$ cat src/hdl/ufhp_pkg.sv
// Shared types, codes and constants of the UDP frame header parser.
package ufhp_pkg;

  // Default bound on the domain length byte
  localparam int unsigned DOMAIN_CAPACITY_DEF = 255;

  // Shortest buffer accepted as a frame, the size of a complete IPv4 header
  localparam logic [16:0] MIN_FRAME = 17'd11;
  localparam logic [16:0] COUNT_MAX = 17'h1FFFF;

  // Header bytes counted on top of the address field: type, port, length, CRLF
  localparam logic [8:0] HDR_FIXED = 9'd7;

  // Address type bytes
  localparam logic [7:0] ATYP_IPV4   = 8'h01;
  localparam logic [7:0] ATYP_DOMAIN = 8'h03;
  localparam logic [7:0] ATYP_IPV6   = 8'h04;
  localparam logic [7:0] IPV4_BYTES  = 8'd4;
  localparam logic [7:0] IPV6_BYTES  = 8'd16;
  localparam logic [7:0] CHAR_CR     = 8'h0D;
  localparam logic [7:0] CHAR_LF     = 8'h0A;

  // Byte role tags
  localparam logic [2:0] ROLE_TYPE    = 3'd0;
  localparam logic [2:0] ROLE_DLEN    = 3'd1;
  localparam logic [2:0] ROLE_ADDR    = 3'd2;
  localparam logic [2:0] ROLE_PORT    = 3'd3;
  localparam logic [2:0] ROLE_LEN     = 3'd4;
  localparam logic [2:0] ROLE_CRLF    = 3'd5;
  localparam logic [2:0] ROLE_PAYLOAD = 3'd6;
  localparam logic [2:0] ROLE_IGNORE  = 3'd7;

  // Address kinds
  localparam logic [1:0] KIND_IPV4    = 2'd0;
  localparam logic [1:0] KIND_IPV6    = 2'd1;
  localparam logic [1:0] KIND_DOMAIN  = 2'd2;
  localparam logic [1:0] KIND_UNKNOWN = 2'd3;

  // Status codes; the error latch uses the same codes
  localparam logic [1:0] ST_OK          = 2'd0;
  localparam logic [1:0] ST_BAD_MSG     = 2'd1;
  localparam logic [1:0] ST_PROTO_ERR   = 2'd2;
  localparam logic [1:0] ST_UNSUPPORTED = 2'd3;

  // Parser phase, one-hot
  typedef enum logic [7:0] {
    PH_TYPE    = 8'b0000_0001,
    PH_DLEN    = 8'b0000_0010,
    PH_ADDR    = 8'b0000_0100,
    PH_PORT    = 8'b0000_1000,
    PH_LEN     = 8'b0001_0000,
    PH_CRLF    = 8'b0010_0000,
    PH_PAYLOAD = 8'b0100_0000,
    PH_IGNORE  = 8'b1000_0000
  } phase_e;

  typedef struct packed {
    phase_e      phase;
    logic [7:0]  field_count;
    logic [16:0] total_count;
    logic [1:0]  kind;
    logic [7:0]  addr_len;
    logic [15:0] port;
    logic [15:0] length;
    logic [8:0]  header_len;
    logic [1:0]  error;
    logic        cr_ok;
  } state_t;

  typedef struct packed {
    logic [2:0]  byte_role;
    logic [7:0]  byte_echo;
    logic [7:0]  field_position;
    logic        frame_done;
    logic [1:0]  status;
    logic [1:0]  address_kind;
    logic [7:0]  address_length;
    logic [15:0] dest_port;
    logic [15:0] payload_length;
    logic [8:0]  payload_start;
  } result_t;

  localparam state_t STATE_RESET = '{
    phase:       PH_TYPE,
    field_count: 8'd0,
    total_count: 17'd0,
    kind:        KIND_IPV4,
    addr_len:    8'd0,
    port:        16'd0,
    length:      16'd0,
    header_len:  9'd0,
    error:       ST_OK,
    cr_ok:       1'b0
  };

endpackage

$ cat src/hdl/ufhp_step.sv
// Per-byte next-state and result logic of the UDP frame header parser.
module ufhp_step import ufhp_pkg::*; #(
  parameter int unsigned DomainCapacity = DOMAIN_CAPACITY_DEF
) (
  input  state_t     state_i,
  input  logic [7:0] byte_i,
  input  logic       last_i,
  output state_t     state_o,
  output result_t    result_o
);

  state_t      nxt;
  logic [2:0]  role;
  logic [7:0]  pos;
  logic        enter_port;
  logic [7:0]  fc_inc;
  logic [8:0]  addr_field;
  logic [16:0] size;
  logic [16:0] frame_need;
  logic [1:0]  status;

  assign fc_inc = state_i.field_count + 8'd1;

  // Advance the phase for one byte
  always_comb begin
    nxt        = state_i;
    role       = ROLE_IGNORE;
    pos        = 8'd0;
    enter_port = 1'b0;
    addr_field = 9'd0;
    unique case (state_i.phase)
      PH_TYPE: begin
        role            = ROLE_TYPE;
        nxt.field_count = 8'd0;
        if (byte_i == ATYP_IPV4) begin
          nxt.kind     = KIND_IPV4;
          nxt.addr_len = IPV4_BYTES;
          nxt.phase    = PH_ADDR;
        end else if (byte_i == ATYP_IPV6) begin
          nxt.kind     = KIND_IPV6;
          nxt.addr_len = IPV6_BYTES;
          nxt.phase    = PH_ADDR;
        end else if (byte_i == ATYP_DOMAIN) begin
          nxt.kind  = KIND_DOMAIN;
          nxt.phase = PH_DLEN;
        end else begin
          nxt.kind  = KIND_UNKNOWN;
          nxt.error = ST_UNSUPPORTED;
          nxt.phase = PH_IGNORE;
        end
      end
      PH_DLEN: begin
        role            = ROLE_DLEN;
        nxt.addr_len    = byte_i;
        nxt.field_count = 8'd0;
        if (byte_i == 8'd0) begin
          enter_port = 1'b1;
        end else begin
          nxt.phase = PH_ADDR;
        end
      end
      PH_ADDR: begin
        role            = ROLE_ADDR;
        pos             = state_i.field_count;
        nxt.field_count = fc_inc;
        if (fc_inc == state_i.addr_len) begin
          enter_port = 1'b1;
        end
      end
      PH_PORT: begin
        role     = ROLE_PORT;
        pos      = state_i.field_count;
        nxt.port = {state_i.port[7:0], byte_i};
        if (state_i.field_count != 8'd0) begin
          nxt.field_count = 8'd0;
          nxt.phase       = PH_LEN;
        end else begin
          nxt.field_count = fc_inc;
        end
      end
      PH_LEN: begin
        role       = ROLE_LEN;
        pos        = state_i.field_count;
        nxt.length = {state_i.length[7:0], byte_i};
        if (state_i.field_count != 8'd0) begin
          nxt.field_count = 8'd0;
          nxt.phase       = PH_CRLF;
        end else begin
          nxt.field_count = fc_inc;
        end
      end
      PH_CRLF: begin
        role = ROLE_CRLF;
        pos  = state_i.field_count;
        if (state_i.field_count == 8'd0) begin
          nxt.cr_ok       = (byte_i == CHAR_CR);
          nxt.field_count = 8'd1;
        end else begin
          if (!(state_i.cr_ok && byte_i == CHAR_LF) && state_i.error == ST_OK) begin
            nxt.error = ST_PROTO_ERR;
          end
          nxt.field_count = 8'd0;
          nxt.phase       = (state_i.length == 16'd0) ? PH_IGNORE : PH_PAYLOAD;
        end
      end
      PH_PAYLOAD: begin
        role = ROLE_PAYLOAD;
        pos  = state_i.total_count[7:0] - state_i.header_len[7:0];
        if ({1'b0, state_i.total_count} + 18'd1 >=
            {9'd0, state_i.header_len} + {2'd0, state_i.length}) begin
          nxt.phase = PH_IGNORE;
        end
      end
      default: begin
        role      = ROLE_IGNORE;
        nxt.phase = PH_IGNORE;
      end
    endcase

    // Close the address field: latch header length, go to the port
    if (enter_port) begin
      addr_field      = (nxt.kind == KIND_DOMAIN) ? 9'd1 + {1'b0, nxt.addr_len}
                                                  : {1'b0, nxt.addr_len};
      nxt.header_len  = HDR_FIXED + addr_field;
      nxt.field_count = 8'd0;
      nxt.phase       = PH_PORT;
    end

    // Count bytes, saturating
    if (state_i.total_count != COUNT_MAX) begin
      nxt.total_count = state_i.total_count + 17'd1;
    end
  end

  assign size       = nxt.total_count;
  assign frame_need = {8'd0, nxt.header_len} + {1'b0, nxt.length};

  // Rank the checks at the last byte, first match wins
  always_comb begin
    if (size < MIN_FRAME) begin
      status = ST_BAD_MSG;
    end else if (nxt.error == ST_UNSUPPORTED) begin
      status = ST_UNSUPPORTED;
    end else if (nxt.kind == KIND_DOMAIN && {1'b0, nxt.addr_len} > 9'(DomainCapacity)) begin
      status = ST_BAD_MSG;
    end else if (nxt.phase != PH_PAYLOAD && nxt.phase != PH_IGNORE) begin
      status = ST_BAD_MSG;
    end else if (nxt.error == ST_PROTO_ERR) begin
      status = ST_PROTO_ERR;
    end else if (size < frame_need) begin
      status = ST_BAD_MSG;
    end else begin
      status = ST_OK;
    end
  end

  // Build the result beat and drop state at the end of a buffer
  always_comb begin
    result_o                = '0;
    result_o.byte_role      = role;
    result_o.byte_echo      = byte_i;
    result_o.field_position = pos;
    result_o.frame_done     = last_i;
    if (last_i) begin
      result_o.status = status;
      if (status == ST_OK) begin
        result_o.address_kind   = nxt.kind;
        result_o.address_length = nxt.addr_len;
        result_o.dest_port      = nxt.port;
        result_o.payload_length = nxt.length;
        result_o.payload_start  = nxt.header_len;
      end
    end
    state_o = last_i ? STATE_RESET : nxt;
  end

endmodule

$ cat src/hdl/udp_frame_header_parser.sv
// UDP frame header parser: tags each byte of a frame and reports header status.
// A byte accepted into the input register moves on into the result register,
// which drives the output beat. Throughput: one byte per cycle while the output
// is not stalled; the input register and the result register let a new byte
// enter while a finished result waits on the output.
// Reset: rst_ni clears parser state and both valid flags; the next byte is a type byte.
module udp_frame_header_parser import ufhp_pkg::*; #(
  parameter int unsigned DomainCapacity = DOMAIN_CAPACITY_DEF
) (
  input  logic        clk_i,
  input  logic        rst_ni,
  input  logic        s_axis_tvalid,
  output logic        s_axis_tready,
  input  logic [7:0]  s_axis_tdata,   // [7:0] data_byte
  input  logic        s_axis_tlast,
  output logic        m_axis_tvalid,
  input  logic        m_axis_tready,
  // [2:0] byte_role, [10:3] byte_echo, [18:11] field_position, [20:19] status,
  // [22:21] address_kind, [30:23] address_length, [46:31] dest_port,
  // [62:47] payload_length, [71:63] payload_start
  output logic [71:0] m_axis_tdata,
  output logic        m_axis_tlast
);

  logic       in_valid_q;
  logic [7:0] in_byte_q;
  logic       in_last_q;
  logic       in_go;

  state_t  state_q;
  state_t  state_d;
  result_t res_d;
  result_t res_q;
  logic    out_valid_q;

  // Move the held byte forward when the result register is free
  assign in_go         = in_valid_q && (!out_valid_q || m_axis_tready);
  assign s_axis_tready = !in_valid_q || in_go;

  // Input register
  always_ff @(posedge clk_i or negedge rst_ni) begin
    if (!rst_ni) begin
      in_valid_q <= 1'b0;
    end else if (s_axis_tready) begin
      in_valid_q <= s_axis_tvalid;
    end
  end

  always_ff @(posedge clk_i) begin
    if (s_axis_tready && s_axis_tvalid) begin
      in_byte_q <= s_axis_tdata;
      in_last_q <= s_axis_tlast;
    end
  end

  ufhp_step #(
    .DomainCapacity(DomainCapacity)
  ) u_step (
    .state_i (state_q),
    .byte_i  (in_byte_q),
    .last_i  (in_last_q),
    .state_o (state_d),
    .result_o(res_d)
  );

  // Parser state advances once per processed byte
  always_ff @(posedge clk_i or negedge rst_ni) begin
    if (!rst_ni) begin
      state_q <= STATE_RESET;
    end else if (in_go) begin
      state_q <= state_d;
    end
  end

  // Result register
  always_ff @(posedge clk_i or negedge rst_ni) begin
    if (!rst_ni) begin
      out_valid_q <= 1'b0;
    end else if (in_go) begin
      out_valid_q <= 1'b1;
    end else if (m_axis_tready) begin
      out_valid_q <= 1'b0;
    end
  end

  always_ff @(posedge clk_i) begin
    if (in_go) begin
      res_q <= res_d;
    end
  end

  assign m_axis_tvalid = out_valid_q;
  assign m_axis_tlast  = res_q.frame_done;
  assign m_axis_tdata  = {res_q.payload_start, res_q.payload_length, res_q.dest_port,
                          res_q.address_length, res_q.address_kind, res_q.status,
                          res_q.field_position, res_q.byte_echo, res_q.byte_role};

  // The parser restarts at a type byte after the last byte of a buffer
  a_restart: assert property (@(posedge clk_i) disable iff (!rst_ni)
    in_go && in_last_q |=> state_q.phase == PH_TYPE)
    else $error("parser did not restart after last byte");

  // A waiting input byte is not overwritten
  a_hold_in: assert property (@(posedge clk_i) disable iff (!rst_ni)
    in_valid_q && !in_go |=> in_valid_q && $stable(in_byte_q) && $stable(in_last_q))
    else $error("held input byte changed");

  // Success is never reported for an unknown address type
  a_ok_kind: assert property (@(posedge clk_i) disable iff (!rst_ni)
    out_valid_q && res_q.frame_done && res_q.status == ST_OK |->
      res_q.address_kind != KIND_UNKNOWN)
    else $error("success with unknown address kind");

  // Mid-buffer results carry no status
  a_mid_status: assert property (@(posedge clk_i) disable iff (!rst_ni)
    out_valid_q && !res_q.frame_done |-> res_q.status == ST_OK && res_q.dest_port == 16'd0)
    else $error("status on a mid-buffer result");

endmodule

$ cat config.mk
export PLATFORM = sky130hd
export DESIGN_NAME = udp_frame_header_parser
export DESIGN_NICKNAME = d
export VERILOG_FILES = /design/src/hdl/ufhp_pkg.sv /design/src/hdl/ufhp_step.sv /design/src/hdl/udp_frame_header_parser.sv
export SDC_FILE = /design/constraint.sdc
export NUM_CORES = 1
export LEC_CHECK = 0
export ABC_AREA = 1
export BUFFER_PORTS_ARGS = -buffer_cell sky130_fd_sc_hd__buf_4
export CAP_MARGIN = 10
export CORE_AREA = 8 8 112 191
export DETAILED_ROUTE_END_ITERATION = 8
export DIE_AREA = 0 0 120 199
export GPL_ROUTABILITY_DRIVEN = 0
export PLACE_DENSITY_LB_ADDON = 0.2
export SLEW_MARGIN = 20
export SYNTH_ARGS = -nofsm -noshare
export SYNTH_HDL_FRONTEND = slang
export SYNTH_SLANG_ARGS = --single-unit
$ cat constraint.sdc
create_clock -name clk_i -period 5.9 [get_ports clk_i]
set_clock_uncertainty 0.1 [all_clocks]
set_input_delay 0.295 -clock clk_i [delete_from_list [all_inputs] [get_ports clk_i]]
set_output_delay 0.295 -clock clk_i [all_outputs]
set_load 0.05 [all_outputs]
# Yosys cells after proc, flatten, opt, wreduce, memory -nomap -nowiden
# Cells that the tools add are included.
# Widths: inputs -> output; s select.
[word_totals]
mem_bits_rw = 0
romBits = 0
latchBits = 0
n_memories = 0
output_inout_bits = 75
ff_bits = 171
input_bits = 13
[classes]
eq_ne = 19
n_mux = 46
addsub = 8
n_div = 0
reduce_logical = 26
magnitude_cmp = 3
multipliers = 0
n_shift = 0
bitwise = 0
[op_table]
columns = ["op", "n"]
rows = [
  ["$mux 8", 11],
  ["$mux 87", 1],
  ["$pmux 8 s7", 1],
  ["$mux 16", 3],
  ["$add 9x16->17", 2],
  ["$pmux 8 s2", 2],
  ["$pmux 8 s4", 1],
  ["$eq 8x4->1 const B", 3],
  ["$mux 2", 11],
  ["$pmux 3 s7", 1],
  ["$add 17x1->18 const B", 1],
  ["$ge 18x18->1", 1],
  ["$mux 9", 2],
  ["$add 17x1->17 const B", 1],
  ["$lt 17x17->1", 1],
  ["$lt 17x4->1 const B", 1],
  ["$mux 17", 1],
  ["$ne 17x17->1 const B", 1],
  ["$eq 8x1->1 const B", 2],
  ["$eq 8x2->1 const B", 2],
  ["$eq 8x3->1 const B", 2],
  ["$logic_not 16->1", 1],
  ["$logic_not 8->1", 2],
  ["$mux 10", 1],
  ["other kinds (25)", 47],
]

# Longest topological paths before layout
[logic_depth]
word_depth = 18
ltp_mapped = 42
mapped_depth_nobuf = 41

# Cells and area by module
# A second synthesis with hierarchy kept.
[hier_totals]
cells_unflattened = 1558
hier_area_um2 = 11674.9
[by_module_without_submodules]
columns = ["mod", "seq_area_each_um2", "cells_per_inst", "area_per_inst_um2", "instances"]
rows = [
  ["udp_frame_header_parser", 4690.7, 469, 5994.5, 1],
  ["ufhp_step", 0.0, 1089, 5680.4, 1],
]

# Worst setup path after synthesis
# OpenSTA, ideal clock, no wires.
[synth_path]
kind = "flip-flop to flip-flop"
startpoint = "register in_byte_q[4]"
endpoint = "register res_q, in the netlist m_axis_tdata[70] (data pin)"
path_slack_ns = 0.718
setup_ns = 0.263
n_path_buf = 1
arrival_ns = 4.819
path_stages_with_launch = 41
required_ns = 5.537
path_cell_list = "edfxtp_1 -> inv_1 -> nand2_1 -> nor2_4 -> nand2_1 -> nand3_4 -> nand2_4 -> nand2_1 -> o21ai_0 -> ha_1 -> inv_1 -> nand2_1 -> nand2_1 -> ha_1 -> or2_2 -> nand3_1 -> o21ai_0 -> ha_1 -> [5 not listed] -> nor2_1 -> nand2_1 -> nand2_2 -> xor2_1 -> ha_1 -> nand2_1 -> nor2_1 -> a211oi_1 -> o21ai_0 -> nand2_1 -> nand2_1 -> a21oi_1 -> nand2_1 -> nand2_1 -> nor3_2 -> nand3_4 -> buf_6 -> nor2_2"
[synth_rtl]
columns = ["item", "line_no", "rtl"]
rows = [
  ["start: declaration", "udp_frame_header_parser.sv:26", "logic [7:0] in_byte_q;"],
  ["start signal: assignment", "udp_frame_header_parser.sv:51", "in_byte_q <= s_axis_tdata;"],
  ["end signal: assignment", "udp_frame_header_parser.sv:88", "res_q <= res_d;"],
  ["end: declaration", "udp_frame_header_parser.sv:33", "result_t res_q;"],
]

==> run metrics <==
Max stage delay cell, worst path=dfstp_2; placed cells=1,589; Critical Path Fanout Max=6; part of the Yosys area used for sequential elements=roughly 45%; chip width=between 100 and 150 µm; DRT iter0 DRCs=594; via count=about 9,500; Layout area overhead=22.93%; CP dominant cell by count=nand2_1; Die ar.=about 0.024 mm²; worst-skew pair later-pin latency=around 0.44 ns; Critical Path RT=between 6 and 7 ns; crit path capture type=flip-flop; CTS tree=yes; CTS Sinks=171; Root Driver=clkbuf_16; Hold Crit Class=input pin to flip-flop; fin cells=approximately 1,700; initial antenna violation count=0; worst setup path class=flip-flop to flip-flop; R2R depth=39; Initial Utilization=between 50% and 60%; Netlist cell types=between 50 and 60; critical path's largest stage delay=around 0.56 ns; Slew Viols, Final=0; Area after DPL=about 0.012 mm²; vias in the first global route=around 9,300; Synth Instances=~1,300; number of max-cap violations=0; hpwl dp=approximately 23 mm; Netlist Area Pre-Place=about 0.011 mm²; syn nets=1,344; status=complete, no violations; number of routed nets with antenna violations=0; Arr. time, crit path=between 5 and 6 ns; pin count of the biggest net entering global routing=70; Static Leak=between 5 and 6 nW; worst reg2reg path endpoint=m_axis_tdata[34]; H-tree depth=4; R2R Setup Slk=approximately 0.17 ns; final setup vio count=0; Power Density=slightly below 300 mW/mm²; DR vias/cell=~5.7; Setup WS pre-CTS=roughly 0.0071 ns; first-pass GRT wire length=47.51 mm; number of nets in the layout=~1,500; setup_tns=0 ns; final worst slack=0.1679 ns; Tcrit/Tclk final=97.15%; deepest clock path buffer count=2; relative slew slack=roughly 16%; Tot GR Track Use=between 20% and 30%; Ports=just under 90; worst r2r src=state_q[79]; cell area after layout=between 0.01 and 0.015 mm²; min cycle time layout=between 5 and 6 ns; slew of the pin with the lowest slew margin=1.246 ns; DRC violations left=0; CP startpoint=state_q[79]; core area=~0.019 mm²; WL per Instance=roughly 19 µm; CTS Buf Count=17; most frequent cells in the layout=nand2_1, inv_1, buf_4; Remaining Overflow, GRT=0; Port Buf Inserts=87; final hold violations=0; ratio of cells with drive above 1 in the final layout=23.26%; Max VDD drop=about 0.27 mV; row count=67; commonest non-fill, non-tap cell in the layout=nand2_1; hold slack=roughly 0.034 ns; flops & latches, synth=~170; drt total wl=about 32 mm; Yosys warning count=0; CP endpoint=m_axis_tdata[34]; Die H=~200 µm; DR pass1 iterations=5; clk slew on worst S/H paths=~0.070 ns; Inserted Diodes=0; startpoint types=flip-flop; fmax=~170 MHz; Post-Syn Area per Cell=around 8.3 µm²
cell usage after synthesis (all sizes together):
cell type,n,share of area [%]
nor4,9,0.53
a21o,1,0.071
or2,3,0.18
o22ai,58,3.4
a21oi,43,2.1
inv,208,7.4
o2111ai,1,0.083
nor2,130,5.3
xnor2,10,0.83
clkinv,2,0.071
nand3,53,3.0
nor3,24,1.5
xor2,36,3.1
edfxtp,82,23
a31oi,2,0.12
dfstp,1,0.25
clkbuf,23,0.82
o21a,1,0.071
a21boi,2,0.14
o211ai,4,0.29
o21ai,105,5.1
o21bai,5,0.36
o32ai,4,0.33
nand2,268,10
dfrtp,88,21
o31ai,2,0.14
nand4,17,1.1
fa,3,0.57
o221ai,1,0.083
buf,7,0.69
a22oi,1,0.071
a211oi,3,0.21
a311oi,1,0.083
ha,64,7.6
nand3b,2,0.14
registers in the layout, summed over array words and instances (netlist names):
signal / cells
m_axis_tvalid: 1
state_q: 87
m_axis_tlast: 1
m_axis_tdata: 72
in_last_q: 1
in_byte_q: 8
in_valid_q: 1
worst max-delay path, delay by kind of cell (launching register included):
family	cells	cell delay, ns
AO/OA/AOI/OAI	3	0.22
adder cells (fa/ha/maj)	4	1.09
buffers and inverters	4	0.41
flip-flops	1	0.56
AND/OR/NAND/NOR	28	3.19
area by class of cell:
class,count,area (µm²)
sequential,171,4691
tap,241,301.5
inverter,210,790.8
fill,1488,5911
clock buffer,18,439.2
clock inverter,13,178.9
multi-input combinational,854,5274
timing repair buffer,157,1276
metrics by stage:
stage	total power, mW	utilization [%]
global placement	2.461	61.29
CTS	3.670	65.21
finish	3.782	68.66
detailed placement	2.472	61.29
floorplan	2.145	-
global route	3.918	68.66
repair_timing:
item	in CTS	in global routing
hold endpoints to repair	30	0
cloned	0	4
endpoints found under the setup margin	16	52
hold buffers	11	0
resized for setup	1	103
buffers inserted	1	28
pin swaps	0	39
routing by layer:
layer | up-vias | GRT usage, % | part of all wire (%)
li1 | 4499 | - | -
met1 | 4501 | 25.23 | 33
met2 | 393 | 47.92 | 53
met3 | 146 | 3.865 | 5.8
met4 | 0 | 19.44 | 8.2
met5 | - | 0 | 0
power by group:
part           leakage (nW)  switching (mW)  total, mW  internal (mW)
Combinational          3.47           0.803       1.16          0.356
Clock                 0.306           0.514       1.20          0.689
Sequential             2.04          0.0585       1.42           1.36
Total                  5.82            1.37       3.78           2.41
cells by family (layout without fill, tap and decap cells):
kind of cell | after synthesis | count (layout) | share of synthesized area (%)
xor gates and xnor gates | 46 | 46 | 3.895
buffers and inverters | 240 | 398 | 8.990
adders and majority gates | 67 | 67 | 8.171
and+or+nand+nor | 506 | 507 | 21.71
DFF | 171 | 171 | 44.52
AOI/OAI and AO/OA | 234 | 234 | 12.71
worst min-delay path by stage:
stage	depth (start not counted)	slack [ns]	start	endpoint
floorplan	0	-0.10	rst_ni	in_valid_q
global placement	1	0.10	rst_ni	state_q[76]
detailed placement	1	0.10	rst_ni	state_q[76]
CTS	4	0.03	m_axis_tready	m_axis_tvalid
global route	4	0.06	m_axis_tready	m_axis_tvalid
finish	4	0.03	m_axis_tready	m_axis_tvalid
No activity file was read; power rests on OpenSTA's default activity.
